### src/rtl/lru_key_value_cache_defines.svh
// ----------------------------------------------------------------------------
// LRU key-value cache assertion macros
// Concurrent assertion wrappers that compile to nothing in synthesis.
// ----------------------------------------------------------------------------
`ifndef LRU_KEY_VALUE_CACHE_DEFINES_SVH
`define LRU_KEY_VALUE_CACHE_DEFINES_SVH

`ifndef SYNTHESIS
`define LKVC_ASSERT(lbl, clk, rst, prop) \
   lbl: assert property (@(posedge clk) disable iff (rst) prop) \
      else $error("lkvc assertion failed");
`define LKVC_ASSERT_NEXT(lbl, clk, rst, ante, cons) \
   lbl: assert property (@(posedge clk) disable iff (rst) (ante) |=> (cons)) \
      else $error("lkvc assertion failed");
`else
`define LKVC_ASSERT(lbl, clk, rst, prop)
`define LKVC_ASSERT_NEXT(lbl, clk, rst, ante, cons)
`endif

`endif

### src/rtl/lkvc_pkg.sv
// ----------------------------------------------------------------------------
// LRU key-value cache package
// Shared constants, request codes and scan status types.
// ----------------------------------------------------------------------------
`default_nettype none

package lkvc_pkg;

   localparam int DEPTH_DEFAULT = 16;
   localparam int CAP_W         = 5;
   localparam int KEY_W         = 32;
   localparam int VALUE_W       = 32;

   localparam logic [CAP_W-1:0]          CAP_RESET  = 5'd16;
   localparam logic signed [VALUE_W-1:0] MISS_VALUE = -32'sd1;

   localparam logic REQ_GET = 1'b0;
   localparam logic REQ_PUT = 1'b1;

   typedef struct packed {
      logic hit;
      logic victim_found;
      logic free_found;
   } scan_flags_type;

endpackage

`default_nettype wire

### src/rtl/lru_key_value_cache.sv
// ----------------------------------------------------------------------------
// LRU key-value cache
// Fully associative key-value store with least-recently-used replacement.
// ----------------------------------------------------------------------------
// Each item is a get or a put and yields one result. Entries (key, value and
// age rank) live in a single-port-read, single-port-write memory of DEPTH
// words with a registered read; valid bits are flip-flops cleared by reset.
// An item first scans all entries, one memory read per cycle, then decides
// in a separate state. A get miss finishes there; every other item runs a
// second read-modify-write pass over the memory to update the age ranks.
// The result sits in an output register, so the next item is accepted while
// it waits to be taken.
// ----------------------------------------------------------------------------
`default_nettype none

`include "lru_key_value_cache_defines.svh"

module lru_key_value_cache
   import lkvc_pkg::*;
#(
   parameter int DEPTH = DEPTH_DEFAULT
) (
   input  wire logic                      clock,
   input  wire logic                      reset,
   input  wire logic                      req_valid,
   output logic                           req_stall,
   input  wire logic                      req_type,
   input  wire logic signed [KEY_W-1:0]   req_key,
   input  wire logic signed [VALUE_W-1:0] req_value,
   output logic                           rsp_valid,
   input  wire logic                      rsp_stall,
   output logic                           rsp_hit,
   output logic signed [VALUE_W-1:0]      rsp_read_value,
   output logic                           rsp_evicted,
   output logic signed [KEY_W-1:0]        rsp_evicted_key,
   input  wire logic                      csr_write_enable,
   input  wire logic [CAP_W-1:0]          csr_write_data
);

   localparam int IW    = $clog2(DEPTH);
   localparam int PW    = IW + 1;
   localparam int CNT_W = $clog2(DEPTH + 1);
   localparam int EW    = (CAP_W > CNT_W) ? CAP_W : CNT_W;
   localparam int WW    = IW + VALUE_W + KEY_W;

   typedef enum logic [2:0] {
      ST_IDLE,
      ST_SCAN,
      ST_DECIDE,
      ST_UPDATE,
      ST_FINISH
   } state_type;

   state_type            state_ff;
   logic [PW-1:0]        ptr_ff;
   logic [CAP_W-1:0]     cap_ff;
   logic [CNT_W-1:0]     count_ff;
   logic [DEPTH-1:0]     valid_ff;
   logic                 op_put_ff;
   logic [KEY_W-1:0]     key_ff;
   logic [VALUE_W-1:0]   value_ff;
   logic                 do_insert_ff;
   logic [IW-1:0]        ins_idx_ff;
   logic                 res_hit_ff;
   logic [VALUE_W-1:0]   res_value_ff;
   logic                 res_evicted_ff;
   logic [KEY_W-1:0]     res_evkey_ff;
   logic                 rsp_valid_ff;
   logic                 rsp_hit_ff;
   logic [VALUE_W-1:0]   rsp_value_ff;
   logic                 rsp_evicted_ff;
   logic [KEY_W-1:0]     rsp_evkey_ff;

   logic [WW-1:0]        mem_ff [DEPTH];
   logic [WW-1:0]        rdata_ff;

   logic                 req_accept;
   logic [PW-1:0]        ptr_dec;
   logic [IW-1:0]        proc_idx;
   logic                 proc_active;
   logic [IW-1:0]        rd_age;
   logic [VALUE_W-1:0]   rd_value;
   logic [KEY_W-1:0]     rd_key;
   logic                 rd_entry_valid;

   scan_flags_type       flags;
   logic [IW-1:0]        hit_idx;
   logic [IW-1:0]        hit_age;
   logic [VALUE_W-1:0]   hit_value;
   logic [IW-1:0]        victim_idx;
   logic [KEY_W-1:0]     victim_key;
   logic [IW-1:0]        free_idx;

   logic [EW-1:0]        cap_ext;
   logic [EW-1:0]        eff_cap;
   logic                 cap_full;
   logic                 do_insert;
   logic                 do_evict;
   logic [IW-1:0]        ins_idx;
   logic [DEPTH-1:0]     valid_in;

   logic                 wr_en;
   logic [IW-1:0]        new_age;
   logic [VALUE_W-1:0]   new_value;
   logic [KEY_W-1:0]     new_key;
   logic                 rsp_free;

   assign req_accept     = req_valid && !req_stall;
   assign req_stall      = (state_ff != ST_IDLE);
   assign ptr_dec        = ptr_ff - PW'(1);
   assign proc_idx       = ptr_dec[IW-1:0];
   assign proc_active    = (ptr_ff != '0);
   assign rd_age         = rdata_ff[WW-1 -: IW];
   assign rd_value       = rdata_ff[KEY_W +: VALUE_W];
   assign rd_key         = rdata_ff[KEY_W-1:0];
   assign rd_entry_valid = valid_ff[proc_idx];
   assign rsp_free       = !rsp_valid_ff || !rsp_stall;

   always_ff @(posedge clock) begin
      rdata_ff <= mem_ff[ptr_ff[IW-1:0]];
   end

   always_ff @(posedge clock) begin
      if (wr_en) begin
         mem_ff[proc_idx] <= {new_age, new_value, new_key};
      end
   end

   lkvc_scan_unit #(
      .DEPTH (DEPTH)
   ) u_scan (
      .clock       (clock),
      .reset       (reset),
      .start       (req_accept),
      .sample      ((state_ff == ST_SCAN) && proc_active),
      .entry_idx   (proc_idx),
      .entry_valid (rd_entry_valid),
      .entry_key   (rd_key),
      .entry_value (rd_value),
      .entry_age   (rd_age),
      .lookup_key  (key_ff),
      .flags       (flags),
      .hit_idx     (hit_idx),
      .hit_age     (hit_age),
      .hit_value   (hit_value),
      .victim_idx  (victim_idx),
      .victim_key  (victim_key),
      .free_idx    (free_idx)
   );

   always_comb begin
      cap_ext = EW'(cap_ff);
      if (cap_ff == '0) begin
         eff_cap = EW'(1);
      end else if (cap_ext > EW'(DEPTH)) begin
         eff_cap = EW'(DEPTH);
      end else begin
         eff_cap = cap_ext;
      end
      cap_full  = (EW'(count_ff) >= eff_cap);
      do_insert = (op_put_ff == REQ_PUT) && !flags.hit;
      do_evict  = do_insert && cap_full && flags.victim_found;
      if (do_evict && !(flags.free_found && free_idx < victim_idx)) begin
         ins_idx = victim_idx;
      end else begin
         ins_idx = free_idx;
      end
      valid_in = valid_ff;
      if (do_insert) begin
         if (do_evict) begin
            valid_in[victim_idx] = 1'b0;
         end
         valid_in[ins_idx] = 1'b1;
      end
   end

   always_comb begin
      new_age   = rd_age;
      new_value = rd_value;
      new_key   = rd_key;
      if (do_insert_ff) begin
         if (proc_idx == ins_idx_ff) begin
            new_age   = '0;
            new_value = value_ff;
            new_key   = key_ff;
         end else if (rd_entry_valid) begin
            new_age = rd_age + IW'(1);
         end
      end else begin
         if (proc_idx == hit_idx) begin
            new_age = '0;
            if (op_put_ff == REQ_PUT) begin
               new_value = value_ff;
            end
         end else if (rd_entry_valid && rd_age < hit_age) begin
            new_age = rd_age + IW'(1);
         end
      end
      wr_en = (state_ff == ST_UPDATE) && proc_active;
   end

   always_ff @(posedge clock) begin
      if (reset) begin
         state_ff     <= ST_IDLE;
         ptr_ff       <= '0;
         cap_ff       <= CAP_RESET;
         count_ff     <= '0;
         valid_ff     <= '0;
         rsp_valid_ff <= 1'b0;
      end else begin
         if (csr_write_enable) begin
            cap_ff <= csr_write_data;
         end
         if (rsp_valid_ff && !rsp_stall && state_ff != ST_FINISH) begin
            rsp_valid_ff <= 1'b0;
         end
         unique case (state_ff)
            ST_IDLE: begin
               if (req_valid) begin
                  op_put_ff <= req_type;
                  key_ff    <= req_key;
                  value_ff  <= req_value;
                  ptr_ff    <= '0;
                  state_ff  <= ST_SCAN;
               end
            end
            ST_SCAN: begin
               ptr_ff <= ptr_ff + PW'(1);
               if (ptr_ff == PW'(DEPTH)) begin
                  state_ff <= ST_DECIDE;
               end
            end
            ST_DECIDE: begin
               res_hit_ff     <= flags.hit;
               res_value_ff   <= (flags.hit && op_put_ff == REQ_GET) ? hit_value : MISS_VALUE;
               res_evicted_ff <= do_evict;
               res_evkey_ff   <= do_evict ? victim_key : '0;
               do_insert_ff   <= do_insert;
               ins_idx_ff     <= ins_idx;
               valid_ff       <= valid_in;
               if (do_insert && !do_evict) begin
                  count_ff <= count_ff + CNT_W'(1);
               end
               ptr_ff <= '0;
               if (flags.hit || do_insert) begin
                  state_ff <= ST_UPDATE;
               end else begin
                  state_ff <= ST_FINISH;
               end
            end
            ST_UPDATE: begin
               ptr_ff <= ptr_ff + PW'(1);
               if (ptr_ff == PW'(DEPTH)) begin
                  state_ff <= ST_FINISH;
               end
            end
            ST_FINISH: begin
               if (rsp_free) begin
                  rsp_valid_ff   <= 1'b1;
                  rsp_hit_ff     <= res_hit_ff;
                  rsp_value_ff   <= res_value_ff;
                  rsp_evicted_ff <= res_evicted_ff;
                  rsp_evkey_ff   <= res_evkey_ff;
                  state_ff       <= ST_IDLE;
               end
            end
            default: begin
               state_ff <= ST_IDLE;
            end
         endcase
      end
   end

   assign rsp_valid       = rsp_valid_ff;
   assign rsp_hit         = rsp_hit_ff;
   assign rsp_read_value  = rsp_value_ff;
   assign rsp_evicted     = rsp_evicted_ff;
   assign rsp_evicted_key = rsp_evkey_ff;

   `LKVC_ASSERT_NEXT(a_accept_starts_scan, clock, reset, req_accept, state_ff == ST_SCAN)
   `LKVC_ASSERT(a_count_bounded, clock, reset, count_ff <= CNT_W'(DEPTH))
   `LKVC_ASSERT(a_evict_only_on_miss, clock, reset, rsp_valid |-> !(rsp_hit && rsp_evicted))
   `LKVC_ASSERT(a_evkey_zero, clock, reset, (rsp_valid && !rsp_evicted) |-> rsp_evicted_key == '0)

endmodule

`default_nettype wire

### src/rtl/lkvc_scan_unit.sv
// ----------------------------------------------------------------------------
// LRU key-value cache entry scanner
// Watches the entries streaming out of the store and records the first key
// match, the oldest valid entry and the first free slot.
// ----------------------------------------------------------------------------
`default_nettype none

module lkvc_scan_unit
   import lkvc_pkg::*;
#(
   parameter int DEPTH = DEPTH_DEFAULT
) (
   input  wire logic                       clock,
   input  wire logic                       reset,
   input  wire logic                       start,
   input  wire logic                       sample,
   input  wire logic [$clog2(DEPTH)-1:0]   entry_idx,
   input  wire logic                       entry_valid,
   input  wire logic [KEY_W-1:0]           entry_key,
   input  wire logic [VALUE_W-1:0]         entry_value,
   input  wire logic [$clog2(DEPTH)-1:0]   entry_age,
   input  wire logic [KEY_W-1:0]           lookup_key,
   output scan_flags_type                  flags,
   output logic [$clog2(DEPTH)-1:0]        hit_idx,
   output logic [$clog2(DEPTH)-1:0]        hit_age,
   output logic [VALUE_W-1:0]              hit_value,
   output logic [$clog2(DEPTH)-1:0]        victim_idx,
   output logic [KEY_W-1:0]                victim_key,
   output logic [$clog2(DEPTH)-1:0]        free_idx
);

   localparam int IW = $clog2(DEPTH);

   scan_flags_type    flags_ff;
   scan_flags_type    flags_in;
   logic [IW-1:0]     hit_idx_ff;
   logic [IW-1:0]     hit_age_ff;
   logic [VALUE_W-1:0] hit_value_ff;
   logic [IW-1:0]     victim_idx_ff;
   logic [IW-1:0]     victim_age_ff;
   logic [KEY_W-1:0]  victim_key_ff;
   logic [IW-1:0]     free_idx_ff;

   always_comb begin
      flags_in = flags_ff;
      if (sample) begin
         if (entry_valid) begin
            if (entry_key == lookup_key) begin
               flags_in.hit = 1'b1;
            end
            flags_in.victim_found = 1'b1;
         end else begin
            flags_in.free_found = 1'b1;
         end
      end
   end

   always_ff @(posedge clock) begin
      if (reset || start) begin
         flags_ff <= '0;
      end else begin
         flags_ff <= flags_in;
         if (sample) begin
            if (entry_valid) begin
               if (!flags_ff.hit && entry_key == lookup_key) begin
                  hit_idx_ff   <= entry_idx;
                  hit_age_ff   <= entry_age;
                  hit_value_ff <= entry_value;
               end
               if (!flags_ff.victim_found || entry_age >= victim_age_ff) begin
                  victim_idx_ff <= entry_idx;
                  victim_age_ff <= entry_age;
                  victim_key_ff <= entry_key;
               end
            end else if (!flags_ff.free_found) begin
               free_idx_ff <= entry_idx;
            end
         end
      end
   end

   assign flags      = flags_ff;
   assign hit_idx    = hit_idx_ff;
   assign hit_age    = hit_age_ff;
   assign hit_value  = hit_value_ff;
   assign victim_idx = victim_idx_ff;
   assign victim_key = victim_key_ff;
   assign free_idx   = free_idx_ff;

endmodule

`default_nettype wire

### config.mk
export PLATFORM = sky130hd
export DESIGN_NAME = lru_key_value_cache
export DESIGN_NICKNAME = d
export VERILOG_FILES = /design/src/rtl/lkvc_pkg.sv /design/src/rtl/lru_key_value_cache.sv /design/src/rtl/lkvc_scan_unit.sv
export VERILOG_INCLUDE_DIRS = /design/src /design/src/rtl
export SDC_FILE = /design/constraint.sdc
export NUM_CORES = 1
export LEC_CHECK = 0
export BUFFER_PORTS_ARGS = -buffer_cell sky130_fd_sc_hd__buf_2
export CAP_MARGIN = 30
export CORE_MARGIN = 4
export CORE_UTILIZATION = 50
export CTS_CLUSTER_DIAMETER = 200
export DETAILED_ROUTE_END_ITERATION = 10
export GPL_TIMING_DRIVEN = 1
export PLACE_DENSITY = 0.68
export SYNTH_ARGS = -nofsm -noshare
export SYNTH_HDL_FRONTEND = slang
export SYNTH_SLANG_ARGS = --single-unit
export TNS_END_PERCENT = 5
### constraint.sdc
create_clock -name clock -period 7.47 [get_ports clock]
set_input_delay 0.747 -clock clock [delete_from_list [all_inputs] [get_ports clock]]
set_output_delay 0.747 -clock clock [all_outputs]
set_load 0.005 [all_outputs]
==> Word-level counts from Yosys, hierarchy flattened <==
Memories as Yosys holds them, arrays and structs flattened. A register that Yosys moved wholly into a read port is not among the register bits.
Index checks and enable logic that the tools add are counted.
{ "word_totals": {"ff_bits": 324, "mem_bits_rw": 1088, "word_cells": 146, "memories": 1} }
{ "op_classes": {"addsub": 4, "magnitude_cmp": 10, "n_eq_ne": 13, "n_mux": 35, "bitwise": 8, "reduce_logical": 46} }
{ "mem_list": {"columns": ["name", "depth", "word_bits", "read_ports", "rd_ports_with_merged_regs", "wr", "line_no", "text"], "rows": [
  ["mem_ff", 16, 68, 1, 1, 1, "lru_key_value_cache.sv:74", "logic [WW-1:0] mem_ff [DEPTH];"]
]} }
{ "op_table": {"columns": ["op", "count"], "rows": [
  ["32-bit 2-to-1 mux", 6],
  ["32-bit equality test", 1],
  ["16-bit 2-to-1 mux", 2],
  ["4-bit 2-to-1 mux", 6],
  ["16-bit bitwise AND", 1],
  ["1-bit logical AND", 16],
  ["16-bit NOT", 1],
  ["16-bit OR", 1],
  ["4-bit AND reduction", 4],
  ["4-bit by 5-bit < comparator with 1-bit output (second input constant)", 3],
  ["3-bit 2-to-1 mux", 5],
  ["5-bit 2-to-1 mux", 3],
  ["3-bit case mux with 5 select lines", 1],
  ["5-bit case mux with 3 select lines", 1],
  ["2-bit AND reduction", 6],
  ["5-bit by 1-bit adder with 5-bit output (second input constant)", 2],
  ["3-bit AND reduction", 3],
  ["1-bit demux with 4-bit select", 2],
  ["4-bit equality test", 2],
  ["4-bit by 1-bit greater-or-equal comparator with 1-bit output (second input constant)", 2],
  ["4-bit < comparator", 2],
  ["1-bit 2-to-1 mux", 8],
  ["1-bit logical NOT", 7],
  ["3-bit by 2-bit equality test with 1-bit output (second input constant)", 2],
  ["other kinds (19)", 29]
]} }

==> Logic depth before layout (Yosys ltp) <==
{ "logic_depth": {"ltp_word": 13, "mapped_depth": 13} }

==> Modules after synthesis <==
A second synthesis with hierarchy kept.
{ "hier_totals": {"hier_cells": 2478, "area_unflattened_um2": 55425.7} }
{ "by_module_without_submodules": {"columns": ["module", "instances", "cells_per_inst", "area_per_inst_um2"], "rows": [
  ["lru_key_value_cache", 1, 2322, 52320.2],
  ["lkvc_scan_unit", 1, 156, 3105.5]
]} }

==> Worst setup path before layout <==
Ideal clock, no wire load.
{ "synth_path": {"path_type": "register to register", "startpoint": "reg ptr_ff[0]", "endpoint": "reg u_scan.hit_age_ff[0], in the netlist u_scan.hit_age[0], enable pin", "setup_time_ns": 0.537, "arrival_time_ns": 6.644, "required_time_ns": 6.933, "slack_ns": 0.289, "stages_incl_launch_ff": 13, "path_buffers": 5, "cell_sequence": "dfxtp_1 buf_2 buf_2 buf_2 inv_1 ha_1 clkbuf_1 mux4_2 mux2i_1 mux2i_1 buf_2 nand2b_1 nor4_1"} }
{ "synth_between": {"elab_chain_len": 4} }
{ "synth_lines": {"columns": ["item", "line_no", "text"], "rows": [
  ["from (decl)", "lru_key_value_cache.sv:55", "logic [PW-1:0] ptr_ff;"],
  ["from (signal assigned)", "lru_key_value_cache.sv:228", "ptr_ff <= ptr_ff + PW'(1);"],
  ["from (signal assigned)", "lru_key_value_cache.sv:252", "ptr_ff <= ptr_ff + PW'(1);"],
  ["4-bit by 1-bit subtractor with 4-bit output", "lru_key_value_cache.sv:110", "assign ptr_dec = ptr_ff - PW'(1);"],
  ["net ptr_dec[0]", "lru_key_value_cache.sv:78", "logic [PW-1:0] ptr_dec;"],
  ["1-bit binary-select mux with 4-bit select", "lru_key_value_cache.sv:116", "assign rd_entry_valid = valid_ff[proc_idx];"],
  ["1-bit 2-to-1 mux (not written as such)", "lru_key_value_cache.sv:116", null],
  ["4-bit AND reduction (no line)", null, null],
  ["to (signal assigned)", "lkvc_scan_unit.sv:67", "hit_age_ff <= entry_age;"],
  ["to (decl)", "lkvc_scan_unit.sv:37", "logic [IW-1:0] hit_age_ff;"]
]} }
The timed path passes the listed nets, and every way through them passes these cells. The select of a mux whose other input is x is not followed.
A chain may end at the register's enable or synchronous reset.

==> Worst setup path after layout <==
{ "layout_path": {"startpoint": "reg ptr_ff[0]", "endpoint": "mem mem_ff[6][32] in the netlist's numbering (data pin)"} }
{ "layout_between": {"elab_chain_len": 4} }
{ "layout_lines": {"columns": ["item", "line_no", "text"], "rows": [
  ["4-bit by 1-bit subtractor with 4-bit output *", "lru_key_value_cache.sv:110", null],
  ["net ptr_dec[0]", "lru_key_value_cache.sv:78", null],
  ["4-bit equality test, on equally long branches", "lru_key_value_cache.sv:190, lru_key_value_cache.sv:182", null],
  ["32-bit 2-to-1 mux, on equally long branches", "lru_key_value_cache.sv:190, lru_key_value_cache.sv:182", null],
  ["32-bit 2-to-1 mux *", "lru_key_value_cache.sv:181", "if (do_insert_ff) begin"],
  ["net new_value[0]", "lru_key_value_cache.sv:104", "logic [VALUE_W-1:0] new_value;"],
  ["to (decl)", "lru_key_value_cache.sv:74", null]
]} }
Mark *: on every way through the listed nets, which the timed path passes. The rest lies on a longest branch.

==> impl_metrics.tcl <==
set metrics [dict create \
    grt_remaining_overflow 0 \
    async_flop_share 0 \
    mostFrequentLayoutCells "1374 x edfxtp_1, 344 x mux4_2, 156 x clkbuf_16, 142 x buf_2, 103 x dfxtp_1" \
    wirelength_routed_mm 120.5 \
    net_count_final 2783 \
    min_hold_slack_ns 0.1763 \
    period_minus_slack_ns 4.750 \
    dr_total_vias 25441 \
    critical_path.max_fanout 32 \
    fin_setup_tns_ns 0 \
    cell_type_contributing_the_most_total_cell_area_after_synthesis "edfxtp_1" \
    post_drt_wl_per_cell_um 28.10 \
    grt_start_max_net_pins 68 \
    grt_pass1_vias 26067 \
    nets_in_the_synthesized_netlist 2539 \
    cts-root-to-sink-buffers 3 \
    drt-vias-per-instance 5.933 \
    mostFrequentLayoutCell "edfxtp_1" \
    cts_tree "done" \
    type_of_element_launching_the_critical_path "flip-flop" \
    layout-area-overhead-vs-synth_pct 14.30 \
    postCtsSetupRepairBufs 0 \
    cts.sink_count 1480 \
    clk_root_buffer_cell "clkbuf_16" \
    netlist.area_leader.share 0.7451 \
    post-route-drc-count 0 \
    detail_route.first_pass.iterations 5 \
    min-delay-path-class "primary input to flip-flop" \
    worst_slack_ns 2.720 \
    cts_repair_resize_count 0 \
    worst_slew_margin_relative_to_its_limit 0.2932 \
    synth-seq-cells 1480 \
    total_die_area_mm2 0.1161 \
    final_area_mm2 0.06329 \
    result_of_the_run "finished clean" \
    post_route_core_utilization 0.5782 \
    grt_use_total 0.2086 \
    maxSlewViolCount 0 \
    finalSetupViolCount 0 \
    dp.cells 4004 \
    antennaDiodeCount 0 \
    total_power_mw 18.07 \
    rsz0062_at_grt "false" \
    worst_slew_pin_slew_ns 1.060 \
    synthFlopType "edfxtp_1" \
    synth_enable_flop_cells 1374 \
    layout.cells.non_filler 4288 \
    cts_made_buffers 150 \
    final_min_period_over_clock_period 0.6358 \
    worst_setup_path_end_kind "flip-flop" \
    start_util 0.5059 \
    synth-seq-area-share 0.7834 \
    grt_first_pass_wirelength_mm 177.2 \
    port_buffers 142 \
    htreeDepth 4 \
    cts.hold.buffers_added 0 \
    post_synth_inst_count 2441 \
    critical_path_data_arrival_time_ns 5.19 \
    yosys_warnings 0 \
    synth.top_cells.by_area "edfxtp_1 75%, mux4_2 14%, dfxtp_1 3.8%, mux2_4 0.81%, mux2_2 0.77%" \
    antenna_found_initial 0 \
    worst-endpoint-required_ns 7.91 \
    hpwlAfterDp_mm 61.26 \
    detailedPlace.worstSlack_ns 2.696 \
    initial_drc_count 3142 \
    num_ports 143 \
    synth.avg_cell_area_um2 22.69 \
    synth.lib_cells_used.distinct 56 \
    clk_latency_ns 0.75 \
    drive_above_1_share 0.3090 \
    placement.cell_area_mm2 0.05820 \
    layout.filler_cells 7621 \
    clock_transition_time_at_the_flip_flop_clock_pins_of_the_worst_setup_and_hold_paths_ns 0.06 \
    die_width_um 340.8 \
    rows 121 \
    finalWeightedCongestion 0.8643 \
    die_height_um 340.8 \
    vdd_ir_drop_max_v 0.0002392 \
    syn-cell-area_mm2 0.05537 \
    antenna_violating_nets_post_route 0 \
    skew_ns 0.02734 \
    pwr_density_cell_mw_per_mm2 285.4 \
    maxClockFrequency_mhz 210.5 \
    timing_hold_violations_final 0 \
    placeable_core_area_mm2 0.1095 \
    leakage_power_of_the_design_nw 19.82 \
    maxCapViolCount 0 \
    criticalPathCategory "flip-flop to flip-flop" \
]
==> worst paths after layout <==
kind                                                startpoint                       endpoint  slack (ns)  depth (start not counted)
worst max-delay path                    ptr_ff[0]$_SDFFE_PP0P_        mem_ff[6][32]$_DFFE_PP_        2.72                         10
worst min-delay path                               req_key[18]           key_ff[18]$_DFFE_PP_        0.18                          1
worst max register to register          ptr_ff[0]$_SDFFE_PP0P_        mem_ff[6][32]$_DFFE_PP_        2.72                         10
worst min register to register  res_evkey_ff[26]$_SDFFCE_PP0P_  rsp_evicted_key[26]$_DFFE_PP_        0.40                          0
==> layout make-up <==
class / count / area [µm²] / share of cell area
clock inverters: 78 / 790.8 / 0.01249
repair buffers: 202 / 1405 / 0.02220
inverters: 28 / 110.1 / 0.001740
well taps: 1476 / 1847 / 0.02918
clock buffers: 201 / 4163 / 0.06577
flip-flops and latches: 1480 / 43390 / 0.6856
multi-input cells: 823 / 11590 / 0.1831
==> registers in the layout, indices dropped and copies added (netlist names), 16 cells and up <==
signal             cells
valid_ff              16
rsp_read_value        32
key_ff                32
rsp_evicted_key       32
value_ff              32
rdata_ff              68
res_value_ff          32
u_scan.hit_value      32
u_scan.victim_key     32
mem_ff              1088
res_evkey_ff          32
==> Yosys cell counts, drive strengths merged, types with 8 or more instances <==
library cell,count
or4,12
nand2,38
mux4,344
buf,43
nand4,10
xnor2,12
mux2,68
nor4,9
o311ai,16
xor2,32
a21oi,19
nor3,14
clkbuf,67
and2,33
ha,23
o21ai,8
nor2,47
edfxtp,1374
nand3,23
inv,28
o211ai,18
dfxtp,106
nand2b,42
==> routing by layer <==
layer | part of all wire | GRT usage
met1 | 0.41 | 0.3031
met2 | 0.49 | 0.3369
met3 | 0.073 | 0.03357
met4 | 0.020 | 0.05151
met5 | 0 | 0
==> logic make-up after synthesis <==
group	after synthesis	synth area share
adders and majority gates	23	0.005197
muxes	419	0.1570
xor gates and xnor gates	45	0.008112
buffers and inverters	138	0.01064
AOI/OAI and AO/OA	87	0.01128
and+or+nand+nor	249	0.02431
DFF	1480	0.7834
==> critical path, stage by stage (launching register included) <==
cell,delay [ns]
dfxtp_4,0.78
inv_1,0.31
ha_1,0.33
xnor2_2,0.26
inv_2,0.18
xnor2_1,0.32
nand4_4,0.50
buf_12,0.37
o31ai_4,0.07
buf_4,0.72
mux2_2,0.54
==> where the power goes <==
group	switching, mW	leakage [nW]	total, mW	internal, mW
Sequential	0.104	13.2	9.44	9.34
Combinational	0.630	4.23	1.17	0.543
Clock	3.04	2.40	7.45	4.41
Power figures use the tool's default switching activity.
